**src/rtl/assert_macros.svh**
```systemverilog
// Assertion helpers for the RTL.
`ifndef ASSERT_MACROS_SVH
`define ASSERT_MACROS_SVH
`ifndef SYNTH
`define ASSERT_IMPLIES(label, clk, rst_n, pre, post) \
    label: assert property (@(posedge clk) disable iff (!rst_n) (pre) |-> (post)) \
        else $error("assertion failed");
`define ASSERT_NEXT(label, clk, rst_n, pre, post) \
    label: assert property (@(posedge clk) disable iff (!rst_n) (pre) |=> (post)) \
        else $error("assertion failed");
`else
`define ASSERT_IMPLIES(label, clk, rst_n, pre, post)
`define ASSERT_NEXT(label, clk, rst_n, pre, post)
`endif
`endif

```
**src/rtl/brs_pkg.sv**
```systemverilog
package brs_pkg;
    localparam logic [1:0] ACT_LOAD_LOWER = 2'd0;
    localparam logic [1:0] ACT_LOAD_UPPER = 2'd1;
    localparam logic [1:0] ACT_VALUE      = 2'd2;
    localparam logic [30:0] ERR_MAX = 31'h7FFF_FFFF;
    localparam logic [0:0] REG_TOL   = 1'b0;
    localparam logic [0:0] REG_LIMIT = 1'b1;
    localparam logic       KIND_REQUEST = 1'b0;
    localparam logic       KIND_DONE    = 1'b1;

    typedef struct packed {
        logic        start;
        logic [63:0] dividend;   // magnitude
        logic [32:0] divisor;    // magnitude, nonzero
    } div_req_t;

    typedef struct packed {
        logic        busy;
        logic        done;
        logic [63:0] quotient;
    } div_rsp_t;
endpackage

```
**src/rtl/brs_divider.sv**
```systemverilog
// Unsigned restoring divider, one quotient bit per cycle.
module brs_divider import brs_pkg::*; (
    input  logic     aclk,
    input  logic     aresetn,
    input  div_req_t req,
    output div_rsp_t rsp
);
    logic [63:0] quo_reg, quo_next;
    logic [33:0] rem_reg, rem_next;
    logic [32:0] den_reg, den_next;
    logic [6:0]  cnt_reg, cnt_next;
    logic        busy_reg, busy_next;
    logic        done_reg, done_next;
    logic [33:0] shifted;
    logic [34:0] trial;

    always_comb begin
        shifted   = {rem_reg[32:0], quo_reg[63]};
        trial     = {1'b0, shifted} - {2'b0, den_reg};
        quo_next  = quo_reg;
        rem_next  = rem_reg;
        den_next  = den_reg;
        cnt_next  = cnt_reg;
        busy_next = busy_reg;
        done_next = 1'b0;
        if (req.start) begin
            quo_next  = req.dividend;
            rem_next  = '0;
            den_next  = req.divisor;
            cnt_next  = 7'd64;
            busy_next = 1'b1;
        end else if (busy_reg) begin
            if (trial[34]) begin
                rem_next = shifted;
                quo_next = {quo_reg[62:0], 1'b0};
            end else begin
                rem_next = trial[33:0];
                quo_next = {quo_reg[62:0], 1'b1};
            end
            cnt_next = cnt_reg - 7'd1;
            if (cnt_reg == 7'd1) begin
                busy_next = 1'b0;
                done_next = 1'b1;
            end
        end
    end

    always_ff @(posedge aclk) begin
        if (!aresetn) begin
            busy_reg <= 1'b0;
            done_reg <= 1'b0;
            cnt_reg  <= '0;
        end else begin
            busy_reg <= busy_next;
            done_reg <= done_next;
            cnt_reg  <= cnt_next;
        end
        quo_reg <= quo_next;
        rem_reg <= rem_next;
        den_reg <= den_next;
    end

    assign rsp.busy     = busy_reg;
    assign rsp.done     = done_reg;
    assign rsp.quotient = quo_reg;
endmodule

```
**config.mk**
```make
export PLATFORM = sky130hd
export DESIGN_NAME = brs_divider
export DESIGN_NICKNAME = d
export VERILOG_FILES = /design/src/rtl/assert_macros.svh /design/src/rtl/brs_pkg.sv /design/src/rtl/brs_divider.sv
export SDC_FILE = /design/constraint.sdc
export NUM_CORES = 1
export LEC_CHECK = 0
export BUFFER_PORTS_ARGS = -buffer_cell sky130_fd_sc_hd__buf_2
export CAP_MARGIN = 20
export CELL_PAD_IN_SITES_DETAIL_PLACEMENT = 2
export CELL_PAD_IN_SITES_GLOBAL_PLACEMENT = 2
export CORE_MARGIN = 2
export CORE_UTILIZATION = 35
export DETAILED_ROUTE_END_ITERATION = 16
export PLACE_DENSITY_LB_ADDON = 0.1
export REMOVE_ABC_BUFFERS = 1
export SYNTH_ARGS = -nofsm -noshare
export SYNTH_HDL_FRONTEND = slang
export SYNTH_SLANG_ARGS = --single-unit
```
**constraint.sdc**
```tcl
create_clock -name aclk -period 3.6 [get_ports aclk]
set_input_delay 0.36 -clock aclk [delete_from_list [all_inputs] [get_ports aclk]]
set_output_delay 0.36 -clock aclk [all_outputs]
set_load 0.05 [all_outputs]
```
==> results_dict.tcl <==
set metrics [dict create \
    top_layer "met5" \
    synth_edf_count 97 \
    syn_area_um2 7530 \
    initial_core_util_pct 35.7 \
    endpoint_kind "flop" \
    gp_congestion 0.811 \
    path_cells "inv_1, ha_1, a21o_1, a21oi_1, o21ai_1, a2111oi_1, a211oi_4, buf_8, nand3_1, a31oi_1, a311oi_1" \
    clockPowerShare_pct 34.6 \
    largest_reg_flops 64 \
    ys.flop_type "edfxtp_1" \
    drive_gt1_share_pct 33.1 \
    grt_max_degree 131 \
    layout.nets 985 \
    ys_ff_latch 139 \
    cpPeakStageDelay_ns 0.84 \
    yosysWarningCount 0 \
    synthCells 689 \
    wl_met2_mm 11.2 \
    die_area_um2 22700 \
    cts_root_buffer "clkbuf_16" \
    area_growth_pct 22.6 \
    finClkSkew_ns 0.0112 \
    grt_pass1_vias 6753 \
    cpLargestDelayFamily "compound AO/OA/AOI/OAI gates" \
    grt_overflow 0 \
    rsz0062_at_grt "false" \
    drtPass1Iterations 5 \
    final-hold-violation-count 0 \
    stdcell_area_um2 9220 \
    syn_avg_cell_area_um2 10.9 \
    met3_length_mm 1.61 \
    outcome "finished, final reports clean" \
    start_kind "flop" \
    synth-async-reset-ratio_pct 0 \
    maxCapViolCount 0 \
    worst-setup-path-type "flop to flop" \
    num_vias 5990 \
    switching_share_pct 33.7 \
    worst_pin_slew_ns 0.926 \
    clockBufferDepth 2 \
    slew_viol_final 0 \
    path_max_fanout 15 \
    power_mw 4.93 \
    ir_worst_vdd_mv 0.274 \
    ant_nets 0 \
    dieWidth_um 151 \
    insertion_delay_ns 0.43 \
    diodes 0 \
    rows 53 \
    timing.hold.ws_ns 0.103 \
    seq_area_frac_synth_pct 49.9 \
    worstPathRequired_ns 3.92 \
    tritoncts "yes" \
    fmax_mhz 296 \
    grt_usage_pct 20.5 \
    period_share_pct 93.9 \
    leakage_nw 3.84 \
    p_seq_share_pct 39.9 \
    crit_arrival_ns 3.70 \
    path_buf_inv 2 \
    antenna_found_initial 4 \
    nFillCells 2252 \
    htree_levels 4 \
    clk_pin_slew_ns 0.07 \
    place_area_um2 8640 \
    drt_iter0_drc 246 \
    routed_via_density 5.27 \
    cts_made_buffers 17 \
    p_int_mw 3.27 \
    hpwl_mm 16.0 \
    port_buffers 165 \
    slowest_stage "a2111oi_1" \
    die_y_um 151 \
    final-setup-viol-count 0 \
    postCtsHoldBufs 0 \
    avgRoutedWirePerCell_um 19.9 \
    core_region_area_um2 21100 \
    cts.sinks 139 \
    hold_class "primary input to flop" \
    synth_cell_types 65 \
    min_period_ns 3.38 \
    drcViolationCount 0 \
    ios 166 \
    power_density_nw_per_um2 534 \
    max_slew_margin_pct 38.1 \
    routedLengthMet1_mm 9.42 \
    grt_first_pass_wirelength_mm 36.2 \
    wl_mm 22.6 \
    combPwrFrac_pct 25.5 \
    power_switching_mw 1.66 \
]
worst paths after layout:
check / start / end / slack (ns) / cells after the start
min reg2reg: rem_reg[15] / rem_reg[15] / 0.50 / 2
min: req[3] / den_reg[3] / 0.10 / 1
max: den_reg[27] / rem_reg[27] / 0.22 / 11
max reg2reg: den_reg[27] / rem_reg[27] / 0.22 / 11
cell families (layout without fill, tap and decap cells):
logic type               count (synthesis)  in the layout  synth area share (%)
AND/OR/NAND/NOR                        187            187                  11.1
AO/OA/AOI/OAI                          148            148                  14.6
flip-flops                             139            139                  49.9
buffers and inverters                   79            251                  4.51
multiplexers                            69             69                  10.3
adder cells (fa/ha/maj)                 36             36                  6.08
XOR/XNOR                                31             31                  3.61
through the flow:
stage / setup slack, ns / TNS (ns) / util [%] / cells
finish: 0.221 / 0 / 43.7 / 1136
global route: 0.0301 / 0 / 43.7 / 1136
CTS: 0.0766 / 0 / 43.6 / 1134
detailed placement: 0.101 / 0 / 41.0 / 1103
global placement: 0.291 / 0 / 41.0 / 1103
floorplan: -0.610 / -44.04 / - / 654
final cells by class:
| type | instances | area (µm²) | share of cell area (%) |
|---|---|---|---|
| sequential | 139 | 3750 | 40.7 |
| multi-input combinational | 471 | 3460 | 37.5 |
| timing repair buffer | 176 | 956 | 10.4 |
| clock buffer | 19 | 433 | 4.69 |
| tap | 275 | 344 | 3.73 |
| inverter | 44 | 165 | 1.79 |
| clock inverter | 12 | 115 | 1.25 |
layer usage:
| metal | global-route usage, % | up-vias |
|---|---|---|
| li1 | - | 2850 |
| met1 | 23.9 | 2947 |
| met2 | 35.4 | 152 |
| met3 | 7.88 | 33 |
| met4 | 5.42 | 8 |
| met5 | 0 | - |
power by group through the flow:
stage / registers [mW] / logic [mW] / clock network, mW
after CTS: 1.97 / 1.26 / 1.75
after global routing: 1.99 / 1.37 / 1.81
after floorplan: 2.27 / 0.580 / 0
after global placement: 1.99 / 1.20 / 0
after detailed placement: 2.00 / 1.24 / 0
final: 1.97 / 1.26 / 1.71
cells in the mapped netlist (all sizes together), types with 2 or more instances:
cell type	number	area, µm²
edfxtp	97	2910
nand2	72	270
mux2	65	732
nor2	58	218
inv	44	165
dfxtp	42	841
ha	35	438
a21oi	30	161
a311oi	21	190
o21ai	21	105
xnor2	20	175
clkbuf	19	71.3
buf	16	103
nor3	16	85.1
a21o	15	113
a211oi	14	128
nand3	13	65.1
xor2	11	96.3
o21a	8	60.1
a31oi	5	31.3
nor2b	5	31.3
o211ai	5	37.5
a2111oi	4	38.8
and3	4	25.0
mux2i	4	40.0
nand2b	4	25.0
o31ai	4	30.0
a211o	3	27.5
a41oi	3	26.3
nand4	3	18.8
nor4b	3	32.5
or3	3	18.8
a2bb2oi	2	23.8
o21bai	2	15.0
o221ai	2	23.8
or4	2	15.0
timing repair:
item,in CTS,in global routing
endpoints found under the setup margin,0,9
resized for setup,0,2
setup buffers,0,1
layout by cell type (no fill, tap or decap), types with 15 or more instances in the layout:
cell       count
a21o_1        15
ha_1          35
mux2_2        64
buf_2        164
inv_1         44
edfxtp_1      97
nor3_1        15
nand2_1       71
xnor2_1       20
a21oi_1       29
nor2_1        58
clkbuf_16     17
dfxtp_1       41
a311oi_1      20
(Power assumes the default switching activity.)
